`config.mk`:
```
export PLATFORM = sky130hd
export DESIGN_NAME = ftt_cell
export DESIGN_NICKNAME = d
export VERILOG_FILES = /design/src/hw/rtl/ftt_pkg.sv /design/src/hw/rtl/ftt_cell.sv
export SDC_FILE = /design/constraint.sdc
export NUM_CORES = 1
export LEC_CHECK = 0
export BUFFER_PORTS_ARGS = -buffer_cell sky130_fd_sc_hd__buf_4
export CAP_MARGIN = 25
export CELL_PAD_IN_SITES_DETAIL_PLACEMENT = 0
export CELL_PAD_IN_SITES_GLOBAL_PLACEMENT = 1
export CORE_MARGIN = 4
export CORE_UTILIZATION = 40
export CTS_CLUSTER_SIZE = 30
export DETAILED_ROUTE_END_ITERATION = 6
export HOLD_SLACK_MARGIN = 0.06
export PLACE_DENSITY = 0.9
export SYNTH_ARGS = -nofsm -noshare
export SYNTH_HDL_FRONTEND = slang
export SYNTH_SLANG_ARGS = --single-unit
```
`constraint.sdc`:
```
create_clock -name clock -period 9.85 [get_ports clock]
set_input_delay 1.97 -clock clock [delete_from_list [all_inputs] [get_ports clock]]
set_output_delay 1.97 -clock clock [all_outputs]
set_load 0.01 [all_outputs]
```
`src/hw/rtl/ftt_pkg.sv`:
```
// shared types and codes for the flow table
package ftt_pkg;

   typedef enum logic [2:0] {
      KIND_SKIP   = 3'd0,
      KIND_UPD    = 3'd1,
      KIND_NEW    = 3'd2,
      KIND_FULL   = 3'd3,
      KIND_IDLE   = 3'd4,
      KIND_ACTIVE = 3'd5,
      KIND_EMPTY  = 3'd6
   } kind_type;

   localparam logic [1:0] CSR_LOCAL_IP = 2'd0;
   localparam logic [1:0] CSR_IDLE     = 2'd1;
   localparam logic [1:0] CSR_ACTIVE   = 2'd2;
   localparam logic [1:0] CSR_REFRESH  = 2'd3;

   localparam logic [39:0] BYTE_MAX = 40'hFF_FFFF_FFFF;
   localparam logic [31:0] PKT_MAX  = 32'hFFFF_FFFF;

   // contents of one flow slot
   typedef struct packed {
      logic [31:0] key_low;
      logic [31:0] key_high;
      logic [7:0]  proto;
      logic [31:0] source;
      logic [31:0] dest;
      logic [39:0] bytes;
      logic [31:0] packets;
      logic [15:0] src_tally;
      logic [15:0] dst_tally;
      logic [31:0] start;
      logic [31:0] last_seen;
   } slot_type;

   // per-cycle command broadcast to every cell
   typedef struct packed {
      logic        lookup;
      logic        update;
      logic        create;
      logic        sweep;
      logic [31:0] key_low;
      logic [31:0] key_high;
      logic [7:0]  proto;
      logic [31:0] source;
      logic [31:0] dest;
      logic [15:0] sport;
      logic [15:0] dport;
      logic [15:0] len;
      logic [31:0] now;
      logic [15:0] idle_limit;
      logic [15:0] active_limit;
   } cmd_type;

   // per-cell status seen by the controller
   typedef struct packed {
      logic valid;
      logic hit;
      logic expired;
      logic idle;
   } cell_stat_type;

endpackage

```
`src/hw/rtl/ftt_cell.sv`:
```
// one flow slot: key compare, counter update, timeout test
module ftt_cell
   import ftt_pkg::*;
(
   input  logic          clock,
   input  logic          reset,
   input  cmd_type       cmd,
   input  logic          sel,
   input  logic          evict,
   output cell_stat_type stat,
   output slot_type      slot
);

   logic     valid_ff, valid_in;
   slot_type slot_ff, slot_in;
   logic     hit_ff;
   logic [31:0] idle_age, act_age;

   // timeout test against the current second
   assign idle_age = cmd.now - slot_ff.last_seen;
   assign act_age  = cmd.now - slot_ff.start;

   assign stat.valid   = valid_ff;
   assign stat.hit     = hit_ff;
   assign stat.idle    = idle_age >= {16'd0, cmd.idle_limit};
   assign stat.expired = valid_ff &&
                         (stat.idle || act_age >= {16'd0, cmd.active_limit});
   assign slot = slot_ff;

   // next slot contents
   always_comb begin
      slot_in  = slot_ff;
      valid_in = valid_ff;
      if (cmd.update && sel) begin
         slot_in.bytes = (slot_ff.bytes > BYTE_MAX - {24'd0, cmd.len}) ? BYTE_MAX
                         : slot_ff.bytes + {24'd0, cmd.len};
         if (slot_ff.packets != PKT_MAX) slot_in.packets = slot_ff.packets + 32'd1;
         slot_in.last_seen = cmd.now;
         if (slot_ff.src_tally == 16'd0 || slot_ff.src_tally < cmd.sport)
            slot_in.src_tally = slot_ff.src_tally + 16'd1;
         if (slot_ff.dst_tally == 16'd0 || slot_ff.dst_tally < cmd.dport)
            slot_in.dst_tally = slot_ff.dst_tally + 16'd1;
      end else if (cmd.create && sel) begin
         valid_in          = 1'b1;
         slot_in.key_low   = cmd.key_low;
         slot_in.key_high  = cmd.key_high;
         slot_in.proto     = cmd.proto;
         slot_in.source    = cmd.source;
         slot_in.dest      = cmd.dest;
         slot_in.bytes     = {24'd0, cmd.len};
         slot_in.packets   = 32'd1;
         slot_in.src_tally = 16'd1;
         slot_in.dst_tally = 16'd1;
         slot_in.start     = cmd.now;
         slot_in.last_seen = cmd.now;
      end else if (evict) begin
         valid_in = 1'b0;
      end
   end

   always_ff @(posedge clock) begin
      if (reset) begin
         valid_ff <= 1'b0;
         hit_ff   <= 1'b0;
      end else begin
         valid_ff <= valid_in;
         hit_ff   <= cmd.lookup && valid_ff && slot_ff.key_low == cmd.key_low &&
                     slot_ff.key_high == cmd.key_high && slot_ff.proto == cmd.proto;
      end
      slot_ff <= slot_in;
   end

endmodule

```
---- After elaboration in Yosys (flattened, before gate mapping) ----
Cells that the tools add are included.
storage, ports and cells
  register bits ........................... 306
  bits in latches ......................... 0
  memory bits (writable) .................. 0
  bits in read-only memories .............. 0
  bits of input ports ..................... 256
  output and inout bits ................... 308
  logic and storage cells ................. 61
  memories kept ........................... 0
cells by class
  $add $sub $neg .......................... 7
  multiply operators ...................... 0
  divide/modulo/power cells ............... 0
  order comparisons ....................... 5
  equal/unequal tests ..................... 7
  shift-type cells ........................ 0
  mux-type cells .......................... 9
  bitwise gates (word level) .............. 1
  reductions and logical operators ........ 19
operators with widths
  operator                                           number
  two-way mux 168 bit                                1
  two-way mux 104 bit                                1
  equality test 32 bit                               2
  greater-or-equal comparator 32 x 16 -> 1 bit       2
  two-way mux 32 bit                                 2
  subtractor 32 bit                                  2
  adder 40 x 16 -> 40 bit                            1
  greater-than comparator 40 bit                     1
  two-way mux 40 bit                                 1
  adder 16 x 1 -> 16 bit, second input constant      2
  adder 32 x 1 -> 32 bit, second input constant      1
  logical NOT 16 bit                                 2
  < comparator 16 bit                                2
  two-way mux 16 bit                                 2
  != test 32 bit, second input constant              1
  subtractor 1 x 17 -> 18 bit, first input constant  1
  AND reduction 2 bit                                5
  equality test 8 bit                                1
  logical AND 1 bit                                  7
  != test 2 x 1 -> 1 bit, second input constant      3
  nonzero test 2 bit                                 2
  logical OR 1 bit                                   3
  two-way mux 1 bit                                  2
  inverter 1 bit                                     1

---- Longest topological paths before layout ----
Gate-level depths: netlist (run 1).
  depth after elaboration ................. 4
  gate-level depth with buffers ........... 22
  depth with buffers taken out ............ 22

---- Worst setup path after synthesis (run 1) ----
No wires, ideal clock.
  path kind ............................... input to output
  start point ............................. input cmd[32] in the netlist's numbering
  end point ............................... output stat[1] in the netlist's numbering
  data arrival time ....................... 6055 ps
  data required time ...................... 7880 ps
  setup slack ............................. 1825 ps
  stages on the path ...................... 20
  path buffers ............................ 0
  path through ............................ inv_1 -> ha_1 -> fa_1 -> nor2b_1 -> o2111ai_1 -> a31oi_1 -> o2111ai_1 -> nand2_1 -> xor2_1 -> ha_1 -> a21oi_1 -> nand2_1 -> o2bb2ai_1 -> or4_1 -> nor4_1 -> o2111a_1 -> nand4_1 -> or4b_1 -> a2111oi_2 -> a21oi_1
RTL lines
  item         RTL line        RTL
  from (decl)  ftt_cell.sv:7   input cmd_type cmd,
  to (decl)    ftt_cell.sv:10  output cell_stat_type stat,

==> impl_metrics.xml, run 1 <==
<?xml version="1.0" encoding="UTF-8"?>
<metrics>
  <group name="timing">
    <metric name="timing.setup.tns" unit="ns">0</metric>
    <metric name="final_period_minus_worst_setup_slack" unit="ns">9.04</metric>
    <metric name="final_min_period_over_clock_period" unit="%">91.8</metric>
    <metric name="finalSetupViolations" unit="">0</metric>
    <metric name="max_slew_margin" unit="%">34.0</metric>
    <metric name="setup_repair_after_global_routing_missed_its_margin" unit="">no</metric>
    <metric name="timing_hold_violations_final" unit="">0</metric>
    <metric name="clock_skew" unit="ns">0.0265</metric>
    <metric name="slew_violations" unit="">0</metric>
    <metric name="fmax" unit="MHz">111</metric>
    <metric name="worst_slew_pin_slew" unit="ns">0.990</metric>
  </group>
  <group name="clock_network">
    <metric name="clock_sinks" unit="">306</metric>
    <metric name="cts_tree" unit="">done</metric>
    <metric name="cts.reportedPaths.clkPinSlew" unit="ns">0.06</metric>
    <metric name="htree_num_levels" unit="">2</metric>
    <metric name="ctsLongestPathBuffers" unit="">3</metric>
    <metric name="cts_hold_buf" unit="">0</metric>
    <metric name="tritoncts_buffer_count" unit="">36</metric>
    <metric name="post_cts_resize_count" unit="">0</metric>
    <metric name="clk_latency" unit="ns">0.57</metric>
    <metric name="post_cts.repair.setup_buffers" unit="">0</metric>
    <metric name="clock-root-buffer" unit="">clkbuf_16</metric>
  </group>
  <group name="power_and_ir_drop">
    <metric name="leakage" unit="nW">10.8</metric>
    <metric name="clkPwrFrac" unit="%">34.0</metric>
    <metric name="pwr-share-seq" unit="%">42.1</metric>
    <metric name="switching_share_of_power" unit="%">29.7</metric>
    <metric name="switchingPower" unit="W">0.00114</metric>
    <metric name="power.internal" unit="W">0.00270</metric>
    <metric name="p_per_area" unit="nW/um2">153</metric>
    <metric name="combinationalPowerShare" unit="%">23.9</metric>
    <metric name="ir_drop" unit="mV">0.143</metric>
  </group>
  <group name="critical_path">
    <metric name="critical_path_depth" unit="">22</metric>
    <metric name="regToRegStartpoint" unit="">slot[128]</metric>
    <metric name="critPathMaxFanout" unit="">5</metric>
    <metric name="start_kind" unit="">input port</metric>
    <metric name="worst-r2r-cell-count" unit="">14</metric>
    <metric name="crit_family" unit="">simple AND/OR/NAND/NOR gates</metric>
    <metric name="critical-path-max-stage-delay" unit="ns">0.55</metric>
    <metric name="crit_path_cells" unit="">buf_4 -&gt; inv_1 -&gt; ha_1 -&gt; fa_1 -&gt; nor2b_1 -&gt; o2111ai_1 -&gt; a31oi_1 -&gt; o2111ai_1 -&gt; nand2_1 -&gt; xor2_1 -&gt; ha_1 -&gt; a21oi_1 -&gt; nand2_1 -&gt; o2bb2ai_1 -&gt; or4_1 -&gt; nor4_1 -&gt; o2111a_1 -&gt; nand4_1 -&gt; or4b_1 -&gt; a2111oi_2 -&gt; a21oi_1 -&gt; buf_4</metric>
    <metric name="critical-path-slowest-cell" unit="">or4b_1</metric>
    <metric name="crit_path_start" unit="">cmd[32]</metric>
    <metric name="timing.critical_path.required" unit="ns">7.88</metric>
    <metric name="worst_setup_path_end_kind" unit="">primary output</metric>
    <metric name="critPathKind" unit="">in2out</metric>
    <metric name="arrival_time_worst_endpoint" unit="ns">7.07</metric>
    <metric name="crit_buf_inv" unit="">3</metric>
  </group>
  <group name="run_status">
    <metric name="status" unit="">finished clean</metric>
  </group>
  <group name="global_route">
    <metric name="first_global_vias" unit="">16326</metric>
    <metric name="grt_pass1_wl" unit="um">92200</metric>
    <metric name="grt_start_max_net_pins" unit="">92</metric>
    <metric name="global_route.usage.total" unit="%">22.8</metric>
    <metric name="grt_antenna_before_repair" unit="">2</metric>
    <metric name="grt_remaining_overflow" unit="">0</metric>
  </group>
  <group name="final_layout">
    <metric name="fill_cells" unit="">4153</metric>
    <metric name="fraction_of_layout_instances_using_a_drive_strength_above_1" unit="%">26.4</metric>
    <metric name="num-nets-final" unit="">2813</metric>
    <metric name="postLayoutCellArea" unit="um2">25100</metric>
    <metric name="layout.cells.non_filler" unit="">3040</metric>
    <metric name="layout-area-overhead-vs-synth" unit="%">31.6</metric>
    <metric name="antennaDiodeCount" unit="">0</metric>
  </group>
  <group name="synth">
    <metric name="synthDistinctLibCells" unit="">72</metric>
    <metric name="synth.yosys.seq_area_share" unit="%">48.1</metric>
    <metric name="async_reset_ff_share" unit="%">0</metric>
    <metric name="number_of_synthesized_flops_with_an_enable_pin" unit="">304</metric>
    <metric name="synth_seq_cells" unit="">306</metric>
    <metric name="synthTopCellsByArea" unit="">edfxtp_1 (48%), ha_1 (9.6%), xnor2_1 (3.9%)</metric>
    <metric name="yosys_warnings" unit="">0</metric>
    <metric name="synthesis.area" unit="um2">19100</metric>
    <metric name="synthFlopType" unit="">edfxtp_1</metric>
    <metric name="synth_cells" unit="">1846</metric>
    <metric name="synth_top_area_share" unit="%">47.9</metric>
    <metric name="netlist.top_cell.by_area" unit="">edfxtp_1</metric>
    <metric name="syn_area_per_cell" unit="um2">10.3</metric>
    <metric name="postSynthNetCount" unit="">2251</metric>
  </group>
  <group name="floorplanning">
    <metric name="die_w" unit="um">226</metric>
    <metric name="chipHeight" unit="um">226</metric>
    <metric name="core.rowCount" unit="">79</metric>
    <metric name="start_util" unit="%">40.7</metric>
    <metric name="fp.dieArea" unit="um2">51200</metric>
    <metric name="io_pins" unit="">564</metric>
    <metric name="core_area" unit="um2">46900</metric>
  </group>
  <group name="placed_design">
    <metric name="finalWeightedCongestion" unit="">0.894</metric>
    <metric name="number_of_buffers_inserted_by_port_buffering" unit="">562</metric>
    <metric name="dp_cells" unit="">2977</metric>
    <metric name="hpwl" unit="um">48500</metric>
    <metric name="post_dp_cell_area" unit="um2">24000</metric>
  </group>
  <group name="drt">
    <metric name="ant_nets" unit="">0</metric>
    <metric name="dr.first_iter.drc_count" unit="">1247</metric>
    <metric name="routedWlPerCell" unit="um">20.4</metric>
    <metric name="postRouteWirelength" unit="um">62000</metric>
    <metric name="num_vias" unit="">16599</metric>
    <metric name="drtPass1Iterations" unit="">5</metric>
    <metric name="post-route-drc-count" unit="">0</metric>
    <metric name="avgViaCountPerCell" unit="">5.46</metric>
  </group>
  <group name="run">
    <metric name="max-cap-violations" unit="">0</metric>
  </group>
  <group name="min_path">
    <metric name="min_path_type" unit="">reg2reg</metric>
    <metric name="hold-path-cell-count" unit="">4</metric>
    <metric name="start_point_of_the_worst_hold_path" unit="">valid_ff</metric>
  </group>
</metrics>
[cells in the mapped netlist, types with 4 or more instances]
master       n
nor4_1      22
o211ai_1    17
o22ai_1      5
o31ai_1      6
nand4_1     45
o21bai_1     8
o21ai_0     93
ha_1       146
xnor2_1     84
a31o_2       4
nand3_1     58
or2_2        6
nand2_1    138
a221oi_1     5
nor2_1     117
a21o_1      46
a31oi_1     24
a311oi_1     4
and2_1      48
nand2b_1    13
edfxtp_1   304
inv_1      171
o2111ai_1    4
and4_1      11
o21a_1      22
nor3_1      22
a211oi_1     9
a21oi_1    125
a2111oi_0    6
mux2i_1     11
o2bb2ai_1    4
a21boi_0     6
a41oi_1      5
buf_2        6
nand3b_1     4
a211o_1      6
xor2_1      73
nor2b_1     13
and3_1      32
or3_1       28
clkbuf_1    40
[layer usage]
layer	GRT usage, %	up-vias	routed length, um
met3	5.49	103	4260
met4	6.74	4	1780
met1	27.9	8003	24400
met2	39.9	567	31500
met5	0	-	29
li1	-	7922	-
[tightest hold or removal path, delay by kind of cell, from the launching register on]
| kind | cells | cell delay (ns) |
|---|---|---|
| DFF | 1 | 0.32 |
| and+or+nand+nor | 4 | 0.27 |
[per-stage QoR]
step	setup WS [ns]	total power [W]	hold slack (ns)	util (%)
after floorplan	1.83	0.00216	0.524	-
after global placement	0.836	0.00252	0.592	51.1
after detailed placement	0.823	0.00255	0.625	51.2
after CTS	0.811	0.00387	0.630	53.6
after global routing	0.401	0.00402	0.641	53.6
final	0.812	0.00384	0.627	53.6
[sequential cells by signal (all words and copies together) (netlist names)]
| signal | flops |
|---|---|
| hit_ff | 1 |
| valid_ff | 1 |
| slot | 304 |
[placed cells by master, fill, tap and decap left out, types with 28 or more instances in the layout]
cell / n
and2_1: 48
edfxtp_1: 304
nand3_1: 58
nand4_1: 45
o21ai_0: 91
and3_1: 32
inv_1: 170
a21o_1: 46
ha_1: 146
clkbuf_16: 37
nor2_1: 117
xnor2_1: 84
xor2_1: 73
nand2_1: 137
a21oi_1: 125
buf_4: 571
or3_1: 28
[power by group through the flow]
| stage | Combinational (W) | Clock (W) | Sequential, W |
|---|---|---|---|
| floorplan | 0.000496 | 0 | 0.00166 |
| global placement | 0.000888 | 0 | 0.00164 |
| detailed placement | 0.000909 | 0 | 0.00164 |
| CTS | 0.000915 | 0.00134 | 0.00161 |
| global route | 0.00101 | 0.00138 | 0.00163 |
| finish | 0.000918 | 0.00130 | 0.00162 |
[layout make-up]
cell class | instances | area (um2) | area share [%]
tap | 607 | 759 | 3.03
timing repair buffer | 572 | 4310 | 17.2
sequential | 306 | 9170 | 36.5
inverter | 171 | 647 | 2.58
clock buffer | 42 | 945 | 3.76
clock inverter | 21 | 180 | 0.718
multi-input combinational | 1321 | 9080 | 36.2
[worst paths after layout]
path / to / slack, ns
min reg2reg: hit_ff / 0.63
max reg2reg: slot[158] / 5.94
min: hit_ff / 0.63
max: stat[1] / 0.81
[kinds of logic after synthesis]
| group | Yosys count | synth area share, % |
|---|---|---|
| flops | 306 | 48.1 |
| mux | 11 | 0.577 |
| buf+inv | 219 | 4.39 |
| fa+ha+maj | 149 | 9.89 |
| xor+xnor | 157 | 7.21 |
| simple gates | 575 | 15.4 |
| compound gates | 429 | 14.5 |
No activity file was read; power rests on OpenSTA's default activity.
==> run 2, diff against run 1 <==
--- a/config.mk
+++ b/config.mk
@@ -11,6 +11,7 @@
 export CELL_PAD_IN_SITES_GLOBAL_PLACEMENT = 1
 export CORE_MARGIN = 4
 export CORE_UTILIZATION = 40
+export CTS_BUF_LIST = sky130_fd_sc_hd__clkbuf_16
 export CTS_CLUSTER_SIZE = 30
 export DETAILED_ROUTE_END_ITERATION = 6
 export HOLD_SLACK_MARGIN = 0.06
==> run 2 against run 1 <==
  * Flip-flop and latch count did not move
  * Hold slack got worse by 0.0018 ns
  * Global-route usage did not move
  * Critical path depth did not move
  * Via count fell by 0.16%
  * Routed wire length rose by 0.17%
  * Sequential power barely moved
  * Clock skew fell by 0.0016 ns
  * Register-to-register slack got worse by 0.02 ns
  * Non-clock buffer count did not move
  * Count of clock-buffer cells in the layout fell by 5
  * Highest routed layer unchanged
==> impl_metrics.xml, run 2 (same netlist as run 1, synthesis figures left out) <==
<?xml version="1.0" encoding="UTF-8"?>
<metrics>
  <group name="run">
    <metric name="max-cap-violations" unit="">0</metric>
  </group>
  <group name="clock_network">
    <metric name="htree_num_levels" unit="">2</metric>
    <metric name="ctsLongestPathBuffers" unit="">3</metric>
    <metric name="clock-root-buffer" unit="">clkbuf_16</metric>
    <metric name="clock_sinks" unit="">306</metric>
    <metric name="clk_latency" unit="ns">0.57</metric>
    <metric name="cts.reportedPaths.clkPinSlew" unit="ns">0.06</metric>
    <metric name="cts_tree" unit="">done</metric>
    <metric name="post_cts_resize_count" unit="">0</metric>
    <metric name="cts_hold_buf" unit="">0</metric>
    <metric name="post_cts.repair.setup_buffers" unit="">0</metric>
    <metric name="tritoncts_buffer_count" unit="">36</metric>
  </group>
  <group name="drt">
    <metric name="drtPass1Iterations" unit="">5</metric>
    <metric name="avgViaCountPerCell" unit="">5.45</metric>
    <metric name="met2_wl_post_dr" unit="um">31500</metric>
    <metric name="ant_nets" unit="">0</metric>
    <metric name="top_layer_used" unit="">met5</metric>
    <metric name="drt-met1-wl" unit="um">24400</metric>
    <metric name="postRouteWirelength" unit="um">62100</metric>
    <metric name="wl_met3" unit="um">4420</metric>
    <metric name="routedWlPerCell" unit="um">20.4</metric>
    <metric name="dr.first_iter.drc_count" unit="">1208</metric>
    <metric name="post-route-drc-count" unit="">0</metric>
    <metric name="num_vias" unit="">16572</metric>
  </group>
  <group name="critical_path">
    <metric name="crit_family" unit="">simple AND/OR/NAND/NOR gates</metric>
    <metric name="critPathKind" unit="">in2out</metric>
    <metric name="worst_r2r_endpoint" unit="">slot[158]</metric>
    <metric name="worst_setup_path_end_kind" unit="">primary output</metric>
    <metric name="arrival_time_worst_endpoint" unit="ns">7.10</metric>
    <metric name="start_kind" unit="">input port</metric>
    <metric name="worst-r2r-cell-count" unit="">14</metric>
    <metric name="critical-path-slowest-cell" unit="">or4b_1</metric>
    <metric name="regToRegStartpoint" unit="">slot[128]</metric>
    <metric name="reg2reg_slack" unit="ns">5.92</metric>
    <metric name="critPathMaxFanout" unit="">5</metric>
    <metric name="crit_buf_inv" unit="">3</metric>
    <metric name="crit_path_cells" unit="">buf_4 -&gt; inv_1 -&gt; ha_1 -&gt; fa_1 -&gt; nor2b_1 -&gt; o2111ai_1 -&gt; a31oi_1 -&gt; o2111ai_1 -&gt; nand2_1 -&gt; xor2_1 -&gt; ha_1 -&gt; a21oi_1 -&gt; nand2_1 -&gt; o2bb2ai_1 -&gt; or4_1 -&gt; nor4_1 -&gt; o2111a_1 -&gt; nand4_1 -&gt; or4b_1 -&gt; a2111oi_2 -&gt; a21oi_1 -&gt; buf_4</metric>
    <metric name="critical-path-max-stage-delay" unit="ns">0.56</metric>
    <metric name="timing.critical_path.required" unit="ns">7.88</metric>
    <metric name="crit_path_start" unit="">cmd[32]</metric>
  </group>
  <group name="global_route">
    <metric name="global_route.usage.total" unit="%">22.8</metric>
    <metric name="grt_start_max_net_pins" unit="">92</metric>
    <metric name="grt_antenna_before_repair" unit="">2</metric>
    <metric name="grt_pass1_wl" unit="um">92200</metric>
    <metric name="grt_remaining_overflow" unit="">0</metric>
    <metric name="first_global_vias" unit="">16325</metric>
  </group>
  <group name="timing">
    <metric name="finalHoldWorstSlack" unit="ns">0.625</metric>
    <metric name="fmax" unit="MHz">110</metric>
    <metric name="setup_repair_after_global_routing_missed_its_margin" unit="">no</metric>
    <metric name="slew_violations" unit="">0</metric>
    <metric name="worst_slew_pin_slew" unit="ns">1.00</metric>
    <metric name="finalSetupViolations" unit="">0</metric>
    <metric name="timing_hold_violations_final" unit="">0</metric>
    <metric name="timing.setup.tns" unit="ns">0</metric>
    <metric name="final_period_minus_worst_setup_slack" unit="ns">9.07</metric>
    <metric name="final_min_period_over_clock_period" unit="%">92.1</metric>
    <metric name="final_worst_path_setup_slack" unit="ns">0.782</metric>
    <metric name="max_slew_margin" unit="%">33.0</metric>
    <metric name="clock_skew" unit="ns">0.0248</metric>
  </group>
  <group name="floorplanning">
    <metric name="chipHeight" unit="um">226</metric>
    <metric name="core_area" unit="um2">46900</metric>
    <metric name="fp.dieArea" unit="um2">51200</metric>
    <metric name="core.rowCount" unit="">79</metric>
    <metric name="start_util" unit="%">40.7</metric>
    <metric name="die_w" unit="um">226</metric>
    <metric name="io_pins" unit="">564</metric>
  </group>
  <group name="power_and_ir_drop">
    <metric name="ir_drop" unit="mV">0.143</metric>
    <metric name="leakage" unit="nW">10.9</metric>
    <metric name="p_per_area" unit="nW/um2">153</metric>
  </group>
  <group name="min_path">
    <metric name="hold_path_end" unit="">hit_ff</metric>
    <metric name="hold-path-cell-count" unit="">4</metric>
    <metric name="start_point_of_the_worst_hold_path" unit="">valid_ff</metric>
    <metric name="min_path_type" unit="">reg2reg</metric>
  </group>
  <group name="final_layout">
    <metric name="antennaDiodeCount" unit="">0</metric>
    <metric name="finish.utilization" unit="%">53.6</metric>
    <metric name="layout.cells.most_common_list" unit="">buf_4 (571), edfxtp_1 (304), inv_1 (175)</metric>
    <metric name="flip_flop_count_of_the_largest_register_all_copies_and_words_added" unit="">304</metric>
    <metric name="fraction_of_layout_instances_using_a_drive_strength_above_1" unit="%">26.4</metric>
    <metric name="num-nets-final" unit="">2813</metric>
    <metric name="layout.cells.non_filler" unit="">3040</metric>
    <metric name="final_common_cell" unit="">buf_4</metric>
    <metric name="layout-area-overhead-vs-synth" unit="%">31.6</metric>
    <metric name="fill_cells" unit="">4153</metric>
  </group>
  <group name="placed_design">
    <metric name="number_of_buffers_inserted_by_port_buffering" unit="">562</metric>
    <metric name="hpwl" unit="um">48500</metric>
    <metric name="dpl_worst_slack" unit="ns">0.823</metric>
    <metric name="dp_cells" unit="">2977</metric>
    <metric name="finalWeightedCongestion" unit="">0.894</metric>
  </group>
  <group name="run_status">
    <metric name="status" unit="">finished clean</metric>
  </group>
</metrics>
[run 2: cell types whose count changed in the layout (fill, tap and decap cells not counted)]
cell      before  now
inv_1        170  175
clkbuf_1       5    0
[run 2: cell type report]
class | instances | area (um2) | share of cell area, %
inverters | 171 | 647 | 2.58
flip-flops and latches | 306 | 9170 | 36.5
clock inverters | 26 | 199 | 0.793
clock buffers | 37 | 926 | 3.69
multi-input cells | 1321 | 9080 | 36.2
well taps | 607 | 759 | 3.03
repair buffers | 572 | 4310 | 17.2
[run 2: how the worst max path moves through the flow]
stage,to,slack [ns],cells after the start
CTS,stat[1],0.81,22
finish,stat[1],0.78,22
global route,stat[1],0.40,22
floorplan,stat[1],1.83,20
detailed placement,stat[1],0.82,22
global placement,stat[1],0.84,22
[run 2: worst reg2reg max path: cells and delay by family, from the launching register on]
family	cells	cell delay, ns
DFF	1	0.42
adders and majority gates	2	0.60
buffers and inverters	2	0.29
and+or+nand+nor	2	0.48
AOI/OAI and AO/OA	8	1.95
[run 2: metrics by stage]
| step | cell area (um2) | total power [W] |
|---|---|---|
| floorplan | 19100 | 0.00216 |
| global placement | 23900 | 0.00252 |
| detailed placement | 24000 | 0.00255 |
| CTS | 25100 | 0.00386 |
| global route | 25100 | 0.00401 |
| finish | 25100 | 0.00383 |
[run 2: report_power, final]
group	internal, W	switching, W	leakage, nW	total (W)
clock network	0.000739	0.000559	0.571	0.00130
logic	0.000417	0.000501	7.41	0.000918
registers	0.00153	0.0000809	2.88	0.00162
total	0.00269	0.00114	10.9	0.00383
[run 2: layer usage]
metal / global-route usage, % / vias up
met5: 0 / -
met3: 5.50 / 104
li1: - / 7910
met4: 6.74 / 4
met2: 39.9 / 572
met1: 27.9 / 7982
